==> src/smk_pkg.sv <==
// shared types, constants and tables for the swerve module kinematics block
package smk_pkg;

  localparam int NumModulesDefault   = 4;
  localparam int CordicStagesDefault = 16;
  localparam int NumRegs             = 8;
  localparam int CfgIdxW             = 3;
  localparam int CfgDataW            = 16;
  localparam int PosSlots            = 4;

  // cordic datapath width: 16 bit components, 8 extra fraction bits, growth room
  localparam int CordW = 28;

  typedef struct packed {
    logic signed [15:0] vel_x;
    logic signed [15:0] vel_y;
    logic signed [15:0] yaw_rate;
  } cmd_t;

  typedef struct packed {
    logic [1:0]         module_res;
    logic [15:0]        wheel_speed;
    logic signed [15:0] steer_angle;
    logic               last;
  } res_t;

  // one module's work as it travels the pipeline
  typedef struct packed {
    logic               valid;
    logic [1:0]         module_res;
    logic               last;
  } tag_t;

  typedef struct packed {
    logic signed [CordW-1:0] x;
    logic signed [CordW-1:0] y;
    logic [31:0]             z;
    logic                    zero;
  } cvec_t;

  function automatic logic [31:0] atan_entry(input int i);
    logic [31:0] t;
    unique case (i)
      0: t = 32'd536870912;  1: t = 32'd316933406;  2: t = 32'd167458907;
      3: t = 32'd85004756;   4: t = 32'd42667331;   5: t = 32'd21354465;
      6: t = 32'd10680862;   7: t = 32'd5340245;    8: t = 32'd2670163;
      9: t = 32'd1335087;    10: t = 32'd667544;    11: t = 32'd333772;
      12: t = 32'd166886;    13: t = 32'd83443;     14: t = 32'd41721;
      15: t = 32'd20860;     16: t = 32'd10430;     17: t = 32'd5215;
      18: t = 32'd2607;      19: t = 32'd1303;      20: t = 32'd651;
      21: t = 32'd325;       22: t = 32'd162;       23: t = 32'd81;
      default: t = 32'd0;
    endcase
    return t;
  endfunction

  localparam logic [29:0] GainQ30 = 30'd652032874;

endpackage

==> src/smk_cordic.sv <==
// pipelined vectoring cordic, one rotation stage per register
module smk_cordic #(
  parameter int CORDIC_STAGES = smk_pkg::CordicStagesDefault
) (
  input  logic               clk,
  input  logic               rst,
  input  smk_pkg::tag_t      tag_in,
  input  logic signed [15:0] mvx,
  input  logic signed [15:0] mvy,
  output smk_pkg::tag_t      tag_out,
  output smk_pkg::cvec_t     vec_out
);

  localparam int W = smk_pkg::CordW;

  smk_pkg::tag_t  tg [CORDIC_STAGES+1];
  smk_pkg::cvec_t cv [CORDIC_STAGES+1];

  // pre-rotation by pi for the left half plane
  always_ff @(posedge clk) begin
    logic signed [W-1:0] x0, y0;
    x0 = W'(mvx) <<< 8;
    y0 = W'(mvy) <<< 8;
    if (rst) tg[0].valid <= 1'b0;
    else     tg[0].valid <= tag_in.valid;
    tg[0].module_res <= tag_in.module_res;
    tg[0].last       <= tag_in.last;
    cv[0].zero <= (mvx == 16'sd0) && (mvy == 16'sd0);
    if (mvx < 0) begin
      cv[0].x <= -x0;
      cv[0].y <= -y0;
      cv[0].z <= 32'h8000_0000;
    end else begin
      cv[0].x <= x0;
      cv[0].y <= y0;
      cv[0].z <= 32'd0;
    end
  end

  for (genvar i = 0; i < CORDIC_STAGES; i++) begin : g_stage
    logic signed [W-1:0] dx, dy;
    assign dx = cv[i].y >>> i;
    assign dy = cv[i].x >>> i;
    always_ff @(posedge clk) begin
      if (rst) tg[i+1].valid <= 1'b0;
      else     tg[i+1].valid <= tg[i].valid;
      tg[i+1].module_res <= tg[i].module_res;
      tg[i+1].last       <= tg[i].last;
      cv[i+1].zero       <= cv[i].zero;
      if (!cv[i].y[W-1]) begin
        cv[i+1].x <= cv[i].x + dx;
        cv[i+1].y <= cv[i].y - dy;
        cv[i+1].z <= cv[i].z + smk_pkg::atan_entry(i);
      end else begin
        cv[i+1].x <= cv[i].x - dx;
        cv[i+1].y <= cv[i].y + dy;
        cv[i+1].z <= cv[i].z - smk_pkg::atan_entry(i);
      end
    end
  end

  assign tag_out = tg[CORDIC_STAGES];
  assign vec_out = cv[CORDIC_STAGES];

endmodule

==> config.mk <==
export PLATFORM = sky130hd
export DESIGN_NAME = smk_cordic
export DESIGN_NICKNAME = d
export VERILOG_FILES = /design/src/smk_pkg.sv /design/src/smk_cordic.sv
export SDC_FILE = /design/constraint.sdc
export NUM_CORES = 2
export LEC_CHECK = 0
export BUFFER_PORTS_ARGS = -buffer_cell sky130_fd_sc_hd__buf_2
export CAP_MARGIN = 20
export CORE_MARGIN = 3
export CORE_UTILIZATION = 50
export DETAILED_ROUTE_END_ITERATION = 10
export PLACE_DENSITY = 0.66
export RECOVER_POWER = 50
export SLEW_MARGIN = 20
export SYNTH_ARGS = -nofsm -noshare
export SYNTH_HDL_FRONTEND = slang
export SYNTH_SLANG_ARGS = --single-unit
==> constraint.sdc <==
create_clock -name clk -period 11.1 [get_ports clk]
set_input_delay 0.555 -clock clk [delete_from_list [all_inputs] [get_ports clk]]
set_output_delay 0.555 -clock clk [all_outputs]
set_load 0.01 [all_outputs]
==> metrics list <==
* Worst clock skew on the final layout: 0.0284 ns
- Final estimated routing congestion in global placement: 0.932
* Overflow left after global routing: 0
- Clock tree from TritonCTS: yes
- Mean Syn Cell Area: 8.60 um2
- Initial cell density of the core: 50.6%
- The number of antenna violations at the first check in global routing came to 5.
* Min Clock Period, post-route: 7.01 ns
- In the synthesized netlist, the number of instances is 11545.
- Setup violations remaining at the end of the flow were counted as 0.
- Counting distinct cell types in the post-synthesis netlist gives 109.
* Hold Crit Class: in2reg
- Once placement finished, the instance area stood at 103000 um2.
- EDFF count, synth: 0
- Fraction of registers with async set/reset: 0%
- Final hold violations: 0
* Maximum clock rate: 143 MHz
- After clock tree synthesis, the clock-pin slew on the worst setup and hold paths is 0.06 ns.
- The H-tree was split into 4 levels.
- After routing, the total negative slack on setup checks comes to 0 ns.
- Max cap viols: 17
- For this run, the number of Yosys warnings is 0.
* Layout Area Growth over Synthesis: 9.45%
- Average wire per cell in the routed design: 17.2 um
* DRT Pass-1 Iters: 8
- For this block, the initial DRC count from the detailed router was 5294.
- The sequential cells in the finished layout cover a total of 28300 um2.
- Cells with a size suffix above 1 make up 3.85% of the layout.
- The floorplan step defined a die boundary enclosing 204000 um2.
* Total setup buffers inserted after CTS: 0
- Sequential share of the synthesized area: 28.5%
- For the worst setup path, the data arrival time is 7.77 ns.
- The die is 451 um wide.
- The checks that failed: max-capacitance violations, max-slew violations.
* Total Routing Usage GR: 23.9%
* Worst setup EP type: flip-flop
- At the pin with the least slew margin, the transition time is 3.30 ns.
- The mapped netlist covers 99200 um2.
- In this run the core area contains 162 standard-cell rows.
- Floorplan Core Area: 196000 um2
- For this design the top-level I/O count stands at 131.
* CP Class: reg2reg
- Clock root cell: clkbuf_16
- Overall routed net length: 250000 um
- Port Buf Inserts: 129
* Status: finished with violations
- Number of vias after detailed routing: 82406
* Startpoint kind of the worst setup timing path: flip-flop
- Routed vias/inst: 5.69
* Period utilisation layout: 63.2%
* Fill cell instance count of the final layout: 17953
- Measured along the y axis, the die boundary spans 451 um.
- Flops & latches, synth: 1412
- After detailed routing, the number of remaining DRC violations is 0.
* First-pass GRT wire length: 410000 um
- In this run, CTS created clock tree buffers numbering 162.
* Hold WS: 0.0767 ns
* Total area of multi-input combinational cells: 68400 um2
- Detailed placement finished with a half-perimeter wire length of 200000 um.
- The tree built by TritonCTS fans out to 1412 sinks.
- At the later pin of the worst-skew pair, clock insertion delay measures 0.82 ns.
* Post-route antenna net violation count: 0
* Pin count of the biggest net entering global routing: 70
- Required time reported for the critical path endpoint: 11.86 ns
- For this run, the leading register cell type out of synthesis is dfxtp_1.
- For this run, the post-layout net count is 13126.
- Headroom to the max-slew limit came out at -120%.
- Slew Viols, Final: 793
- Highest fanout seen on the critical path: 69
- The number of global-route vias before repair was 80521.
- The longest clock path from root to sink contains 3 buffers.
- The finished cells cover 109000 um2.
* Setup repair after global routing missed its margin: no
==> per-stage QoR <==
stage	instances	utilization, %	worst slack [ns]
floorplan	11549	-	7.02
global placement	14170	52.4	6.35
detailed placement	14170	52.4	6.29
CTS	14493	55.5	6.15
global route	14495	55.4	3.73
finish	14495	55.4	4.09
==> sequential cells by signal, summed over array words and instances, names as in the netlist <==
| name | flops |
|---|---|
| cv | 1344 |
| tg | 68 |
==> worst paths after layout <==
check	from	endpoint	depth (start not counted)	slack, ns
setup / recovery	cv[3][60]$_DFF_P_	cv[4][60]$_DFF_P_	13	4.09
hold / removal	mvy[1]	cv[0][44]$_DFF_P_	3	0.08
setup reg to reg	cv[3][60]$_DFF_P_	cv[4][60]$_DFF_P_	13	4.09
hold reg to reg	cv[0][0]$_DFF_P_	cv[1][0]$_DFF_P_	0	0.31
==> cells in the final DEF (no fill, tap or decap), drive strengths merged, types with 34 or more instances in the layout <==
cell type	instances
dfxtp	1412
ha	1304
a21oi	1118
nor2	1098
xnor2	1055
xor2	557
o21ai	542
nand2	535
inv	532
a21o	508
clkbuf	338
nor3	304
nor2b	202
nand3	185
nand2b	176
o21a	168
o21bai	156
a31oi	133
and3	129
or3	88
a211oi	86
nor4	86
and2	73
nand4	72
o31ai	65
o41ai	60
or2	52
o211ai	47
or4	41
a21boi	41
fa	39
clkinv	39
a2111oi	36
buf	36
dlygate4sd3	34
==> per-layer routing <==
layer / up-vias / GRT usage [%] / share of wire, % / wire length [um]
met1: 38627 / 30.5 / 45 / 113000
met2: 1627 / 42.5 / 48 / 121000
met3: 379 / 2.60 / 3.7 / 9220
li1: 41771 / - / - / -
met5: - / 0 / 0.086 / 216
met4: 2 / 7.01 / 2.6 / 6540
==> Yosys cell counts (all sizes together), types with 156 or more instances <==
library cell | count | area [um2]
nor2b | 202 | 1260
inv | 525 | 1970
xnor2 | 1055 | 9240
o21ai | 542 | 2710
a21o | 508 | 3810
ha | 1304 | 16300
nor3 | 304 | 1530
a21oi | 1118 | 5610
o21bai | 156 | 1170
nand3 | 185 | 926
nor2 | 1098 | 4130
xor2 | 557 | 4890
dfxtp | 1412 | 28300
o21a | 168 | 1260
nand2b | 176 | 1100
nand2 | 535 | 2010
==> critical path, cell delays in order, from the launching register on <==
cell and delay (ns):
dfxtp_2 0.31, clkbuf_1 2.25, inv_1 1.21, o21ai_0 0.38
xnor2_1 0.16, ha_1 0.29, a21boi_0 0.16, o21ai_0 0.38
a211oi_1 0.22, o31ai_1 0.53, nand2b_1 0.17, a31o_2 0.31
or4_1 0.40, nand3_1 0.10
==> cells by family (layout without fill, tap and decap cells) <==
kind of cell	Yosys count	count (layout)	share of synthesized area, %
xor+xnor	1612	1612	14.2
mux	61	61	0.656
flops	1412	1412	28.5
compound gates	3274	3274	21.3
buf+inv	689	1010	2.62
simple gates	3153	3153	15.5
fa+ha+maj	1343	1343	17.2
other cells	1	6	0.00378
==> cell type report <==
cell class / instances / area share (%)
inverters: 530 / 1.83
clock inverters: 72 / 1.07
well taps: 2624 / 3.02
flip-flops and latches: 1412 / 26.0
multi-input cells: 9448 / 62.9
repair buffers: 191 / 0.912
clock buffers: 217 / 4.18
diodes: 1 / 0.00230
==> what timing repair did <==
| item | in CTS | in global routing |
|---|---|---|
| resized for setup | 0 | 0 |
| endpoints found under the setup margin | 0 | 0 |
| hold buffers | 34 | 0 |
| endpoints found under the hold margin | 38 | 0 |
Power is left out: the tool's default activity adds up to more than one toggle a clock period on the data nets, which glitch-free logic cannot reach.
