File: config.mk
export PLATFORM = sky130hd
export DESIGN_NAME = smk_front
export DESIGN_NICKNAME = d
export VERILOG_FILES = /design/src/smk_pkg.sv /design/src/smk_front.sv
export SDC_FILE = /design/constraint.sdc
export NUM_CORES = 2
export LEC_CHECK = 0
export BUFFER_PORTS_ARGS = -buffer_cell sky130_fd_sc_hd__buf_4
export CAP_MARGIN = 30
export CORE_ASPECT_RATIO = 2
export CORE_MARGIN = 3
export CORE_UTILIZATION = 43
export DETAILED_ROUTE_END_ITERATION = 7
export HOLD_SLACK_MARGIN = 0.06
export PLACE_DENSITY = 0.7
export SYNTH_ARGS = -nofsm -noshare
export SYNTH_HDL_FRONTEND = slang
export SYNTH_SLANG_ARGS = --single-unit
File: constraint.sdc
create_clock -name clk -period 8.7 [get_ports clk]
set_clock_uncertainty 0.1 [all_clocks]
set_input_delay 0 -clock clk [delete_from_list [all_inputs] [get_ports clk]]
set_output_delay 0 -clock clk [all_outputs]
set_load 0.02 [all_outputs]
File: src/smk_pkg.sv
// shared types, constants and tables for the swerve module kinematics block
package smk_pkg;

  localparam int NumModulesDefault   = 4;
  localparam int CordicStagesDefault = 16;
  localparam int NumRegs             = 8;
  localparam int CfgIdxW             = 3;
  localparam int CfgDataW            = 16;
  localparam int PosSlots            = 4;

  // cordic datapath width: 16 bit components, 8 extra fraction bits, growth room
  localparam int CordW = 28;

  typedef struct packed {
    logic signed [15:0] vel_x;
    logic signed [15:0] vel_y;
    logic signed [15:0] yaw_rate;
  } cmd_t;

  typedef struct packed {
    logic [1:0]         module_res;
    logic [15:0]        wheel_speed;
    logic signed [15:0] steer_angle;
    logic               last;
  } res_t;

  // one module's work as it travels the pipeline
  typedef struct packed {
    logic               valid;
    logic [1:0]         module_res;
    logic               last;
  } tag_t;

  typedef struct packed {
    logic signed [CordW-1:0] x;
    logic signed [CordW-1:0] y;
    logic [31:0]             z;
    logic                    zero;
  } cvec_t;

  function automatic logic [31:0] atan_entry(input int i);
    logic [31:0] t;
    unique case (i)
      0: t = 32'd536870912;  1: t = 32'd316933406;  2: t = 32'd167458907;
      3: t = 32'd85004756;   4: t = 32'd42667331;   5: t = 32'd21354465;
      6: t = 32'd10680862;   7: t = 32'd5340245;    8: t = 32'd2670163;
      9: t = 32'd1335087;    10: t = 32'd667544;    11: t = 32'd333772;
      12: t = 32'd166886;    13: t = 32'd83443;     14: t = 32'd41721;
      15: t = 32'd20860;     16: t = 32'd10430;     17: t = 32'd5215;
      18: t = 32'd2607;      19: t = 32'd1303;      20: t = 32'd651;
      21: t = 32'd325;       22: t = 32'd162;       23: t = 32'd81;
      default: t = 32'd0;
    endcase
    return t;
  endfunction

  localparam logic [29:0] GainQ30 = 30'd652032874;

endpackage

File: src/smk_front.sv
// module sequencing and module velocity stages (multiply, sum, round and saturate)
module smk_front #(
  parameter int NUM_MODULES = smk_pkg::NumModulesDefault
) (
  input  logic                                clk,
  input  logic                                rst,
  input  logic                                start,
  input  smk_pkg::cmd_t                       cmd,
  input  logic [smk_pkg::PosSlots*32-1:0]     pos,
  output logic                                busy,
  output smk_pkg::tag_t                       tag_out,
  output logic signed [15:0]                  mvx,
  output logic signed [15:0]                  mvy
);

  localparam int CntW = (NUM_MODULES > 1) ? $clog2(NUM_MODULES) : 1;

  logic              active;
  logic [CntW-1:0]   cnt;
  smk_pkg::cmd_t     cur;
  logic              take;
  logic              issue;
  logic [CntW-1:0]   idx;
  smk_pkg::cmd_t     icmd;
  logic [1:0]        slot;
  logic signed [15:0] px;
  logic signed [15:0] py;

  // a command is issued straight away as module 0, the rest follow one a cycle
  assign busy  = active;
  assign take  = start && !active;
  assign issue = take || active;
  assign idx   = active ? cnt : '0;
  assign icmd  = active ? cur : cmd;
  assign slot  = 2'(idx);
  assign px    = pos[32*slot +: 16];
  assign py    = pos[32*slot + 16 +: 16];

  always_ff @(posedge clk) begin
    if (rst) begin
      active <= 1'b0;
      cnt    <= '0;
    end else if (issue) begin
      if (idx == CntW'(NUM_MODULES - 1)) begin
        active <= 1'b0;
        cnt    <= '0;
      end else begin
        active <= 1'b1;
        cnt    <= idx + CntW'(1);
      end
    end
  end

  always_ff @(posedge clk) begin
    if (take) cur <= cmd;
  end

  // stage 1: products
  smk_pkg::tag_t      t1;
  logic signed [31:0] wy1, wx1;
  logic signed [15:0] vx1, vy1;
  always_ff @(posedge clk) begin
    if (rst) t1.valid <= 1'b0;
    else     t1.valid <= issue;
    t1.module_res <= slot;
    t1.last       <= (idx == CntW'(NUM_MODULES - 1));
    wy1 <= icmd.yaw_rate * py;
    wx1 <= icmd.yaw_rate * px;
    vx1 <= icmd.vel_x;
    vy1 <= icmd.vel_y;
  end

  // stage 2: sums with rounding offset
  smk_pkg::tag_t      t2;
  logic signed [33:0] sx2, sy2;
  always_ff @(posedge clk) begin
    if (rst) t2.valid <= 1'b0;
    else     t2.valid <= t1.valid;
    t2.module_res <= t1.module_res;
    t2.last       <= t1.last;
    sx2 <= {{6{vx1[15]}}, vx1, 12'd0} - 34'(wy1) + 34'sd2048;
    sy2 <= {{6{vy1[15]}}, vy1, 12'd0} + 34'(wx1) + 34'sd2048;
  end

  function automatic logic signed [15:0] sat16(input logic signed [21:0] v);
    if (v > 22'sd32767)       return 16'sh7fff;
    else if (v < -22'sd32768) return 16'sh8000;
    else                      return v[15:0];
  endfunction

  // stage 3: shift and saturate
  always_ff @(posedge clk) begin
    if (rst) tag_out.valid <= 1'b0;
    else     tag_out.valid <= t2.valid;
    tag_out.module_res <= t2.module_res;
    tag_out.last       <= t2.last;
    mvx <= sat16(sx2[33:12]);
    mvy <= sat16(sy2[33:12]);
  end

endmodule

==> qor.yml <==
setup_path:
  r2r_end: "wy1[31]"
  crit_arrival_ns: 8.53
  rr_startpoint: "busy"
  end_kind: "register"
  rrSetupSlack_ns: 0.53
  cp-start-kind: "register"
  reg2regPathDepth: 25
  worstPathRequired_ns: 9.06
  critPathCapture: "wy1[31]"
  crit_fanout: 25
  cp-startpoint: "busy"
  criticalPathCategory: "register to register"
placement:
  port_buffers: 215
  dpl.hpwl_um: 58500
  gp_congestion: 0.972
timing:
  hold_viol: 0
  min_period_ns: 8.17
  fmax_mhz: 122
  worst_pin_slew_ns: 0.997
  finalCritPeriodShare: 0.939
  slew_headroom: 0.316
  slew_violations: 0
  rsz0062_at_grt: "no"
  setup_violations: 0
  tns_ns: 0
worst_hold_path:
  hold_path_class: "input pin to register"
synth:
  synth_area_um2: 27600
  synth_fp_nets: 3753
  netlist_instances: 2848
  ys_seq_elements: 224
  synth_cell_types: 69
  synth-edff-count: 48
  ys_async_sr_fraction: 0
  synth_ff_type: "dfxtp_1"
  ys_warn_count: 0
  avgSynthCellArea_um2: 9.69
  yosysSeqAreaShare: 0.180
clock_network:
  cts_max_level: 1
  postCtsSetupRepairBufs: 0
  cts.clk_slew.worst_paths_ns: 0.07
  clk_path_buf_depth: 3
  cts-buffers-inserted: 21
  cts_root_buffer: "clkbuf_16"
  clock_latency_ns: 0.54
  post_cts_resized: 0
  cts_num_sinks: 224
  cts_tree: "yes"
  postCtsHoldBufs: 55
grt:
  grt_usage: 0.218
  grt_pass1_wl_um: 114000
  grt_pass1_vias: 22800
  gr-total-overflow: 0
  grt_max_degree: 53
  antenna_found_initial: 1
floorplanning:
  io_pins: 216
  core_area_um2: 63100
  rows: 130
  die_w_um: 185
  dieArea_um2: 67400
  initial_core_util: 0.437
  die_h_um: 364
finish:
  layout-drive-gt1-share: 0.128
  syn2layout_area_growth_pct: 14.6
  n_fill_cell: 5802
  fin_nets: 4025
flow_run:
  cap_violations: 0
drt:
  ant_nets: 0
  drt-initial-drc-count: 1056
  dr.pass1.iters: 5
  wl_um: 71400
  wl_per_cell_um: 18.2
  drc_errors: 0
  routed-via-count: 20500
  via_per_inst: 5.22
status:
  status: "completed"
==> cell usage in the layout, fill, tap and decap left out, types with 60 or more instances in the layout <==
cell and instances:
buf_4 285, dfxtp_1 174, fa_1 524, ha_1 202, inv_1 617, mux2_2 70, mux2i_1 60, nand2_1 262
nor2_1 296, xnor2_1 73
==> cells in the mapped netlist, drive strengths merged (2+ instances only) <==
library cell,count,area share
and4,2,0.00063
o211ai,3,0.0010
nor4,6,0.0014
o311ai,2,0.00063
o21a,41,0.011
o21bai,7,0.0019
or3,5,0.0011
nand2b,34,0.0077
nand4,2,0.00045
edfxtp,48,0.052
mux2,73,0.030
ha,202,0.092
xor2,24,0.0076
o31ai,3,0.00082
and2,31,0.0070
o31a,3,0.00095
mux2i,60,0.022
fa,524,0.38
nor3,18,0.0033
a21oi,60,0.011
clkbuf,81,0.011
inv,617,0.084
a221oi,3,0.00095
a211o,3,0.00095
or2,2,0.00045
xnor2,73,0.023
buf,10,0.0015
a31oi,5,0.0011
nor2,296,0.040
a41oi,2,0.00063
a2111oi,2,0.0015
nand3,23,0.0042
nor2b,24,0.0054
o41ai,2,0.00063
o22ai,2,0.00045
nand2,262,0.036
o21ba,2,0.00073
and3,7,0.0016
a211oi,15,0.0043
a21o,27,0.0073
dfxtp,176,0.13
o21ai,48,0.0088
==> worst max-delay path: stages, from the launching register on <==
cell and delay, ns:
dfxtp_4 0.59, nand2_1 0.12, inv_1 0.48, mux2i_1 0.19, mux2i_1 0.77, nand2_1 0.16, fa_1 0.50, fa_1 0.47
fa_1 0.54, inv_1 0.05, fa_1 0.51, fa_1 0.51, inv_1 0.05, fa_1 0.47, inv_1 0.04, ha_1 0.34
a21o_1 0.20, a21o_1 0.18, a221oi_1 0.29, o21ai_0 0.17, a22o_1 0.20, a211oi_1 0.37, a21oi_1 0.19, a211o_1 0.29
a21oi_1 0.17, xnor2_1 0.13
==> layer usage <==
metal	share of wire	GRT usage	up-vias
met5	0	0	-
met4	0.067	0.125	0
met3	0.061	0.0265	244
met2	0.54	0.412	747
met1	0.33	0.228	10300
li1	-	-	9228
==> worst min path at each step <==
stage,from,end,slack (ns),depth (start not counted)
2_1_floorplan,rst,cnt[1],-0.03,1
3_3_place_gp,cmd[34],cur[34],0.09,1
3_5_place_dp,cmd[18],cur[18],0.09,1
4_1_cts,cmd[32],cur[32],0.06,2
5_1_grt,cmd[43],cur[43],0.09,2
6_report,cmd[33],cur[33],0.09,2
==> metrics by stage <==
stage                      util  instance area (µm²)  worst slack (ns)  hold WS (ns)  std cells
after floorplan               -                27600             0.872       -0.0309       2848
after global placement    0.481                30400             0.572        0.0878       3829
after detailed placement  0.482                30400             0.534        0.0897       3834
after CTS                 0.501                31600             0.504        0.0631       3926
after global routing      0.501                31600            0.0170        0.0926       3927
final                     0.501                31600             0.532        0.0899       3927
==> cells by family after synthesis <==
kind of cell / after synthesis / share of synthesized area
DFF: 224 / 0.180
xor gates and xnor gates: 97 / 0.0308
and+or+nand+nor: 716 / 0.110
AOI/OAI and AO/OA: 243 / 0.0593
buffers and inverters: 709 / 0.0966
muxes: 133 / 0.0515
adders and majority gates: 726 / 0.472
==> sequential cells by signal (all words and copies together) (netlist names), 16 cells and up <==
name,cells
cur,48
wy1,32
vy1,16
sy2,22
wx1,21
mvx,16
vx1,16
mvy,16
sx2,22
==> final cells by class <==
cell class | instances | area [µm²] | area share
antenna | 1 | 2.50 | 0.0000791
clock buffer | 29 | 586 | 0.0185
clock inverter | 8 | 83.8 | 0.00265
inverter | 618 | 2320 | 0.0734
multi-input combinational | 1915 | 20000 | 0.632
sequential | 224 | 4970 | 0.157
tap | 792 | 991 | 0.0313
timing repair buffer | 340 | 2690 | 0.0851
Power is left out: the tool's default activity adds up to more than one toggle a clock period on the data nets, which glitch-free logic cannot reach.
