`src/smk_pkg.sv`:
```
// shared types, constants and tables for the swerve module kinematics block
package smk_pkg;

  localparam int NumModulesDefault   = 4;
  localparam int CordicStagesDefault = 16;
  localparam int NumRegs             = 8;
  localparam int CfgIdxW             = 3;
  localparam int CfgDataW            = 16;
  localparam int PosSlots            = 4;

  // cordic datapath width: 16 bit components, 8 extra fraction bits, growth room
  localparam int CordW = 28;

  typedef struct packed {
    logic signed [15:0] vel_x;
    logic signed [15:0] vel_y;
    logic signed [15:0] yaw_rate;
  } cmd_t;

  typedef struct packed {
    logic [1:0]         module_res;
    logic [15:0]        wheel_speed;
    logic signed [15:0] steer_angle;
    logic               last;
  } res_t;

  // one module's work as it travels the pipeline
  typedef struct packed {
    logic               valid;
    logic [1:0]         module_res;
    logic               last;
  } tag_t;

  typedef struct packed {
    logic signed [CordW-1:0] x;
    logic signed [CordW-1:0] y;
    logic [31:0]             z;
    logic                    zero;
  } cvec_t;

  function automatic logic [31:0] atan_entry(input int i);
    logic [31:0] t;
    unique case (i)
      0: t = 32'd536870912;  1: t = 32'd316933406;  2: t = 32'd167458907;
      3: t = 32'd85004756;   4: t = 32'd42667331;   5: t = 32'd21354465;
      6: t = 32'd10680862;   7: t = 32'd5340245;    8: t = 32'd2670163;
      9: t = 32'd1335087;    10: t = 32'd667544;    11: t = 32'd333772;
      12: t = 32'd166886;    13: t = 32'd83443;     14: t = 32'd41721;
      15: t = 32'd20860;     16: t = 32'd10430;     17: t = 32'd5215;
      18: t = 32'd2607;      19: t = 32'd1303;      20: t = 32'd651;
      21: t = 32'd325;       22: t = 32'd162;       23: t = 32'd81;
      default: t = 32'd0;
    endcase
    return t;
  endfunction

  localparam logic [29:0] GainQ30 = 30'd652032874;

endpackage

```
`src/smk_post.sv`:
```
// gain compensation, angle rounding and result register
module smk_post (
  input  logic           clk,
  input  logic           rst,
  input  smk_pkg::tag_t  tag_in,
  input  smk_pkg::cvec_t vec_in,
  output logic           result_valid,
  output smk_pkg::res_t  result
);

  localparam int W = smk_pkg::CordW;

  smk_pkg::tag_t  t1;
  logic [W+29:0]  prod;
  logic [15:0]    ang1;
  logic           zero1;
  logic [W-2:0]   xpos;

  assign xpos = vec_in.x[W-1] ? '0 : vec_in.x[W-2:0];

  always_ff @(posedge clk) begin
    logic [31:0] zr;
    zr = vec_in.z + 32'h0000_8000;
    if (rst) t1.valid <= 1'b0;
    else     t1.valid <= tag_in.valid;
    t1.module_res <= tag_in.module_res;
    t1.last       <= tag_in.last;
    prod  <= (W+30)'(xpos) * (W+30)'(smk_pkg::GainQ30);
    ang1  <= zr[31:16];
    zero1 <= vec_in.zero;
  end

  logic [W+29:0] mr;
  assign mr = (prod + ((W+30)'(1) << 37)) >> 38;

  always_ff @(posedge clk) begin
    if (rst) result_valid <= 1'b0;
    else     result_valid <= t1.valid;
    result.module_res <= t1.module_res;
    result.last       <= t1.last;
    if (zero1) begin
      result.wheel_speed <= 16'd0;
      result.steer_angle <= 16'sd0;
    end else begin
      result.wheel_speed <= (mr > (W+30)'(65535)) ? 16'hffff : mr[15:0];
      result.steer_angle <= ang1;
    end
  end

endmodule
```
`config.mk`:
```
export PLATFORM = sky130hd
export DESIGN_NAME = smk_post
export DESIGN_NICKNAME = d
export VERILOG_FILES = /design/src/smk_pkg.sv /design/src/smk_post.sv
export SDC_FILE = /design/constraint.sdc
export NUM_CORES = 1
export LEC_CHECK = 0
export ABC_AREA = 1
export BUFFER_PORTS_ARGS = -buffer_cell sky130_fd_sc_hd__buf_2
export CAP_MARGIN = 20
export CORE_ASPECT_RATIO = 1.4
export CORE_MARGIN = 2
export CORE_UTILIZATION = 60
export CTS_CLUSTER_DIAMETER = 120
export DETAILED_ROUTE_END_ITERATION = 8
export GPL_TIMING_DRIVEN = 0
export PLACE_DENSITY = 0.8
export SYNTH_ARGS = -nofsm -noshare
export SYNTH_HDL_FRONTEND = slang
export SYNTH_SLANG_ARGS = --single-unit
```
`constraint.sdc`:
```
create_clock -name clk -period 24 [get_ports clk]
set_input_delay 7.2 -clock clk [delete_from_list [all_inputs] [get_ports clk]]
set_output_delay 7.2 -clock clk [all_outputs]
set_load 0.1 [all_outputs]
```
==> flow_results.org, run 1 <==
** Yosys
- In the synthesized netlist, the cells that appear most often are inv_1 (661), fa_1 (327), nand2_1 (306).
- Averaged over all synthesized cells, the footprint is roughly 8.3 um^2.
- The biggest area contributor in the post-synthesis netlist is fa_1.
- In this run the cell area of the synthesized design comes to 17500 um^2.
- Counting every instance in the synthesized netlist gives about 2100.
- Count of flip-flops with a built-in enable after synthesis :: 0
- Yosys printed 0 warnings.
- After synthesis, the largest area contributor takes up 37.4% of total cell area.
- After synthesis the netlist holds a flip-flop and latch count of slightly below 80.
- Counting flops with an async set or reset pin after synthesis yields a share of 0%.
- Yosys cell types :: 35
- When the netlist entered floorplanning its net count stood at ~2800.
- Most common cell in the synthesized netlist :: inv_1
- Sorting the synthesized cells by area gives the leading types as fa_1 (37%), ha_1 (18%), inv_1 (14%), dfxtp_1 (8.8%), nand2_1 (6.6%).
- Most instantiated flip-flop cell in the synthesis netlist :: dfxtp_1
- Share of the yosys chip area belonging to registers :: approximately 8.8%

** CTS
- The number of gates resized after CTS was 0.
- Cell at the root of the clock tree :: clkbuf_16
- Hold buffer count at cts :: 0
- CTS clock-pin slew for the worst setup and hold paths :: roughly 0.060 ns
- TritonCTS clock tree :: yes
- Number of setup buffers added after CTS :: 0
- CTS built an H-tree with a depth of 3.
- Clock sink count :: a little under 80
- Maximum buffer depth of the clock tree :: 2
- Total clock buffers created by CTS :: 9
- Clock latency at the later pin of the worst-skew pair :: ~0.34 ns

** Floorplanning
- Row generation in the floorplan step produced 74 rows.
- In this run the standard cell core region covers 29000 um^2.
- The die covers a little over 30000 um^2.
- The floorplan step set the die height to around 210 um.
- For this configuration, the core starts out at a cell density of just over 60%.
- The die is about 150 um wide.
- Number of placed I/O pins :: 131

** Worst setup path
- The worst register-to-register path has a depth of 13.
- Critical R2R Capture :: result[25]
- Along the worst path, the maximum fanout reaches 10.
- The startpoint identified for the worst register-to-register timing path is prod[37].
- Kind of start point of the critical path :: primary input
- The critical path in this run is classified as primary input to flop.
- Setup slack of the worst register-to-register path :: ~22 ns
- For the worst setup path, the data required time is approximately 24 ns.
- CP Capture Type :: flop
- Data arrival time of the critical path :: approximately 15 ns

** Layout
- The count of cells in the finished layout, fillers not included, comes to 2587.
- For this run, the post-layout net count is between 2000 and 3000.
- Area of combinational cells with multiple inputs :: between 10000 and 15000 um^2
- Across the whole layout, storage elements account for approximately 1500 um^2.
- The layout has between 2000 and 3000 filler cells.
- Compared with the post-synthesis result, the final layout area differs by 6.92%.
- Final Cell Area :: roughly 19000 um^2
- The repair_antennas step left the layout with diodes totalling 0.
- Layout cells sized above 1 :: between 6 and 7%

** Drt
- The detail route stage leaves a number of antenna-violating nets equal to 0.
- The final layout contains routed wiring with a total length of between 50000 and 60000 um.
- The routed layout has roughly 14000 vias.
- The first TritonRoute pass finished after 5 iterations.
- In the routed layout, each cell is associated on average with a via count of around 5.2.
- Dividing the detail-routed wire length by the instance count gives ~20 um.
- For this run, design rule violations remaining after detail routing come to 0.
- Drt first-iter violations :: 663

** Timing
- Derived from the worst setup path, the maximum achievable clock frequency is 0.0667 GHz.
- Setup violations remaining at the end of the flow were counted as 0.
- Setup repair after global routing left no endpoint under its margin.
- Number of endpoints with negative hold slack in the final report :: 0
- Max Clock Skew :: 0.00701 ns
- Worst relative slew slack :: approximately a third
- Adding up every negative setup slack in the final design gives 0 ns.
- Shortest period the worst path allows :: 14.98 ns
- At the pin with the least slew margin, the transition time is ~1.0 ns.
- The count of final max-slew check failures was 0.
- Final critical-path share of the clock period :: roughly 62%

** Global routing
- Wire length of the first global-routing pass :: 81700 um
- Aggregate global routing overflow :: 0
- Number of antenna violations at the first check in global routing :: 0
- Entering global routing, the biggest net connects 14 pins.
- Via count of the first global-routing pass :: roughly 15000
- Global routing used a little over a third of the available tracks across all layers.

** Hold path
- In this run the worst hold path is classified as flop to flop.
- Along the worst hold path, the cell count comes to 0.
- Worst Hold End :: result[34]
- Min-Delay Startpoint :: t1[2]

** Placed design
- Routability-driven placement finished with a final weighted congestion of approximately 1.1.
- Placed cell areas :: 18400 um^2
- Number of cells in the design after placement :: around 2600
- Number of port buffers :: 87
- Summed over all nets, the half-perimeter wirelength after detailed placement is around 46000 um.

** Flow run
- Number of maximum-capacitance constraint violations :: 0

** Status
- Result of the run :: complete, no violations
## registers in the layout (all words and copies together) (netlist names)
name          flops
t1                4
zero1             1
result_valid      1
prod             20
ang1             16
result           35
## logic make-up after synthesis
| group | synth area share [%] |
|---|---|
| AOI/OAI and AO/OA | 4.36 |
| and+or+nand+nor | 14.7 |
| buffers and inverters | 14.5 |
| DFF | 8.81 |
| adders and majority gates | 55.7 |
| xor gates and xnor gates | 1.95 |
## placed cells by master (no fill, tap or decap), types with 46 or more instances in the layout
cell type	count
a21oi_1	72
buf_2	87
dfxtp_1	77
fa_1	327
ha_1	256
inv_1	661
nand2_1	306
nand3_1	56
nor2_1	152
o21ai_0	46
## worst max-delay path, stage by stage
cell,delay [ns]
buf_2,0.12
clkbuf_1,0.31
inv_1,0.41
clkbuf_1,0.64
nand2_1,0.34
inv_1,0.37
ha_1,0.48
inv_1,0.15
fa_1,0.57
inv_1,0.07
fa_1,0.53
fa_1,0.55
fa_1,0.45
fa_1,0.55
fa_1,0.55
ha_1,0.48
nand2_1,0.12
nor2_1,0.39
inv_1,0.08
nor2_1,0.20
nand2_1,0.12
nor4_1,0.18
nand2_1,0.16
nand4_1,0.12
nand2_1,0.05
## how the worst max path moves through the flow
stage,startpoint,end,slack [ns],cells past startpoint
floorplan,vec_in[88],prod[45],10.91,26
global placement,vec_in[88],prod[40],8.93,25
detailed placement,vec_in[88],prod[41],8.85,25
CTS,vec_in[88],prod[54],9.19,26
global route,vec_in[88],prod[47],8.70,28
finish,vec_in[88],prod[45],9.02,25
## through the flow
stage	worst slack [ns]	hold slack [ns]	util, %
3_5_place_dp	8.85	0.313	63.6
3_3_place_gp	8.93	0.318	63.6
2_1_floorplan	10.91	0.310	-
4_1_cts	9.19	0.327	64.6
5_1_grt	8.70	0.345	64.6
6_report	9.02	0.327	64.6
## layer usage
metal  share of wire, %  up-vias  GRT usage (%)
met4                9.1        0           25.9
met1                 37     6491           39.7
met2                 50      468           64.8
met5                  0        -              0
met3                4.2      189           3.07
li1                   -     6400              -
## cell type report
type                    count  area share (%)
clock inverters             5           0.187
flip-flops and latches     77            8.24
plain buffers               7           0.281
well taps                 380            2.54
clock buffers              11            1.30
multi-input cells        1355            71.7
repair buffers             89            2.45
inverters                 663            13.3
Power of run 1 is left out: the tool's default activity adds up to more than one toggle a clock period on the data nets, which glitch-free logic cannot reach.
==> run 2, diff against run 1 <==
--- a/config.mk
+++ b/config.mk
@@ -5,12 +5,12 @@
 export SDC_FILE = /design/constraint.sdc
 export NUM_CORES = 1
 export LEC_CHECK = 0
-export ABC_AREA = 1
+export ABC_AREA = 0
 export BUFFER_PORTS_ARGS = -buffer_cell sky130_fd_sc_hd__buf_2
 export CAP_MARGIN = 20
 export CORE_ASPECT_RATIO = 1.4
 export CORE_MARGIN = 2
-export CORE_UTILIZATION = 60
+export CORE_UTILIZATION = 57
 export CTS_CLUSTER_DIAMETER = 120
 export DETAILED_ROUTE_END_ITERATION = 8
 export GPL_TIMING_DRIVEN = 0
==> constraint.sdc (replaced) <==
create_clock -name clk -period 12.2 [get_ports clk]
set_input_delay 3.66 -clock clk [delete_from_list [all_inputs] [get_ports clk]]
set_output_delay 3.66 -clock clk [all_outputs]
set_load 0.1 [all_outputs]
==> run 2 against run 1 <==
Compared with the run above: core utilization fell by 1.8 points; worst hold slack got worse by 0.0016 ns; sequential share of layout area rose by 0.85 points; first-iteration DRC count fell by 19%; synthesized area fell by 10%.
==> flow_results.org, run 2 <==
** Worst setup path
- Most frequent cell on the critical path :: fa_1
- The critical path in this run is classified as primary input to flop.
- Data arrival time of the critical path :: roughly 12 ns
- The worst setup path is captured at a flop.
- Beginning of the worst register-to-register path :: prod[39]
- Across all register-to-register paths, the minimum setup slack is between 9 and 10 ns.
- Along the worst path, the maximum fanout reaches 10.
- Critical-path top delay cell :: nor2b_1
- The number of cells on the worst reg-to-reg path is 9.
- Crit path cell chain :: buf_2 > buf_1 > nor2b_1 > ha_1 > fa_1 > inv_1 > fa_1 > fa_1 > inv_1 > fa_1 > fa_1 > inv_1 > fa_1 > inv_1 > ha_1 > nand4_2 > or4_4 > or4_1 > a21oi_2 > or3b_2 > a311oi_1 > o41ai_2 > a21oi_1 > xnor2_1
- Kind of start point of the critical path :: primary input
- Endpoint required time on the critical path :: 12.42 ns
- Critical R2R Capture :: result[27]
- CP peak stage delay :: around 0.8 ns

** Placed design
- The count of buffers added on input and output ports is 84.
- RePlAce Congestion :: ~1.0
- Number of cells in the design after placement :: 2024
- Once detailed placement completed, the half-perimeter wirelength came to about 37000 um.

** Layout
- Largest regs :: result x35, prod x20, ang1 x16
- The top cell types in the final layout, fill and taps aside, are inv_1 (496), fa_1 (327), ha_1 (256), buf_2 (85), dfxtp_1 (77).
- The register with the most flip-flops in the layout has 35 of them.
- In the final design database the tool counted about 2300 nets.
- 0 antenna diodes ended up in the layout.
- The post-route netlist has around 7.2% of its cells at a drive strength greater than 1.
- The count of cells in the finished layout, fillers not included, comes to approximately 2000.
- Register with the most flip-flops :: result
- Total area of sequential cells :: approximately 1500 um^2
- Number of inserted filler cells in the final layout :: about 2300
- Area growth from synthesis to final layout :: 7.84%
- Area of combinational cells with multiple inputs :: between 10000 and 15000 um^2
- Leaving out fill and tap cells, the most frequent cell in the layout is inv_1.

** Timing
- The number of failing hold endpoints at the final stage came to 0.
- At the pin with the least slew margin, the transition time is 0.999 ns.
- Max-slew violation count :: 0
- Between clock sinks in the finished design, the worst skew comes to between 0.006 and 0.007 ns.
- Finish-stage setup viols :: 0
- Worst relative slew slack :: between 30% and 40%
- Shortest period the worst path allows :: 11.89 ns
- The final critical path takes up a little over nine tenths of the cycle.
- Hold Slack :: about 0.33 ns
- Setup repair after global routing left no endpoint under its margin.
- Peak Freq :: approximately 0.084 GHz

** Yosys
- Most common cell in the synthesized netlist :: inv_1
- Summing the areas of all xor and xnor instances in the mapped netlist gives 3.40% of the synthesized area.
- The share of the Yosys chip area taken by registers is approximately a tenth.
- Counting flops with a built-in enable in the synthesized netlist gives 0.
- A synthesized cell averages 9.99 um^2.
- For this run, asynchronously set or reset flops after synthesis account for 0%.
- Leading cell types by count after synthesis :: inv_1 (496), fa_1 (327), ha_1 (256)
- Nets in the synthesized netlist :: between 2000 and 2500
- Summing the areas of all compound-gate instances in the mapped netlist gives 5.24% of the synthesized area.
- The mapped netlist covers approximately 16000 um^2.
- After Yosys synthesis, and, or, nand and nor cells account for 7.36% of the synthesized area.
- Yosys attributes the largest share of cell area to fa_1 (42%), ha_1 (20%), inv_1 (12%), dfxtp_1 (9.8%), xnor2_1 (2.3%).
- Synthesized instance count :: approximately 1600
- Of the total synthesized cell area, the portion taken by full adders, half adders and majority gates is about three fifths.
- Most instantiated flip-flop cell in the synthesis netlist :: dfxtp_1
- The portion of synthesized area spent on multiplexers is 0.0637%.
- Yosys cell types :: 53
- Yosys warnings :: 0
- Yosys top cell area share :: 41.6%
- The biggest area contributor in the post-synthesis netlist is fa_1.
- Number of storage elements in the synthesis netlist :: 77
- By area, the combinational part of the netlist is dominated by adder cells.

** Hold path
- Cell depth of the worst min-delay path :: 0
- The worst hold path terminates at result[33].
- In this run the most critical hold path is launched from t1[1].
- Class of the most critical hold timing path :: flop to flop

** CTS
- Clock sink count :: 77
- Buffers inserted to repair hold after CTS numbered 0.
- Total clock buffers created by CTS :: 9
- Clock latency on the worst-skew pair, taken at its later pin, is between 0.3 and 0.4 ns.
- H-tree depth :: 3
- Clock-pin slew was measured on the worst setup and hold paths at approximately 0.06 ns.
- TritonCTS clock tree :: yes
- Maximum buffer depth of the clock tree :: 2
- The root buffer cell chosen for the clock tree is clkbuf_16.

** Drt
- Total number of vias :: 10800
- For this run, design rule violations remaining after detail routing come to 0.
- Aggregate routed wire length :: 40800 um
- The first routing iteration left 535 violations.
- Vias per Instance :: ~5.3
- Remaining antenna violation count after routing :: 0
- DR pass1 iterations :: 5
- In the final routed layout, each cell accounts on average for between 20 and 25 um.

** Floorplanning
- The die covers between 20000 and 30000 um^2.
- Starting utilization of the core area :: between 50% and 60%
- Core ar. :: 27000 um^2
- Number of placement rows :: between 70 and 80
- The floorplan step set the die width to roughly 140 um.
- Die height :: about 200 um
- Number of placed I/O pins :: about 130

** Global routing
- Largest net degree at the start of global routing :: 14
- Via count of the first global-routing pass :: about 12000
- Wire length of the first global-routing pass :: 65000 um
- Aggregate global routing overflow :: 0
- The initial antenna violation count was 0.
- Total Routing Usage GR :: 30.1%

** Status
- Result of the run :: complete, no violations

** Flow run
- Across the run, the number of max-cap violations was 0.
==> run 2: cells by family after synthesis <==
group	count (synthesis)
AOI/OAI and AO/OA	128
buffers and inverters	508
DFF	77
and+or+nand+nor	216
muxes	1
xor gates and xnor gates	61
adders and majority gates	583
==> run 2: stage by stage <==
step / setup slack [ns] / cell area [um^2] / TNS, ns / util, %
6_report: 0.309 / 17000 / 0 / 62.8
5_1_grt: 0.0760 / 17000 / 0 / 62.8
3_3_place_gp: -0.250 / 16600 / -1.16 / 61.5
3_5_place_dp: -0.0802 / 16600 / -0.0802 / 61.5
4_1_cts: 0.260 / 17000 / 0 / 62.8
2_1_floorplan: 1.43 / 15700 / 0 / -
==> run 2: layout make-up <==
class,count,area share [%]
Sequential cell,77,9.09
Clock inverter,6,0.657
Multi-Input combinational cell,989,72.4
Buffer,12,0.280
Clock buffer,10,1.35
Inverter,496,11.0
Timing Repair Buffer,85,2.55
Tap cell,365,2.69
==> run 2: critical path, delay by kind of cell <==
kind                     cells  cell delay [ns]
adder cells (fa/ha/maj)      8             4.20
AND/OR/NAND/NOR              5             2.40
AO/OA/AOI/OAI                4             0.92
buffers and inverters        6             0.78
XOR/XNOR                     1             0.14
==> run 2: metal layers <==
layer  wire [um]  track usage, %  vias up
li1            -               -     4965
met1       13900            32.7     5406
met2       21500            53.4      329
met3        1550            3.48      140
met4        3880            21.6        0
met5           0               0        -
==> run 2: repair_timing <==
action                                  in CTS  in global routing
endpoints found under the setup margin       0                  5
buffers inserted                             0                  0
gates resized for setup                      0                  3
==> run 2: worst max-delay path by stage <==
stage | start | to | slack (ns)
after floorplan | vec_in[88] | prod[54] | 1.43
after global placement | vec_in[88] | prod[54] | -0.25
after detailed placement | vec_in[88] | prod[54] | -0.08
after CTS | vec_in[88] | prod[54] | 0.26
after global routing | vec_in[88] | prod[54] | 0.08
final | vec_in[88] | prod[54] | 0.31
Power of run 2 is left out for the same reason.
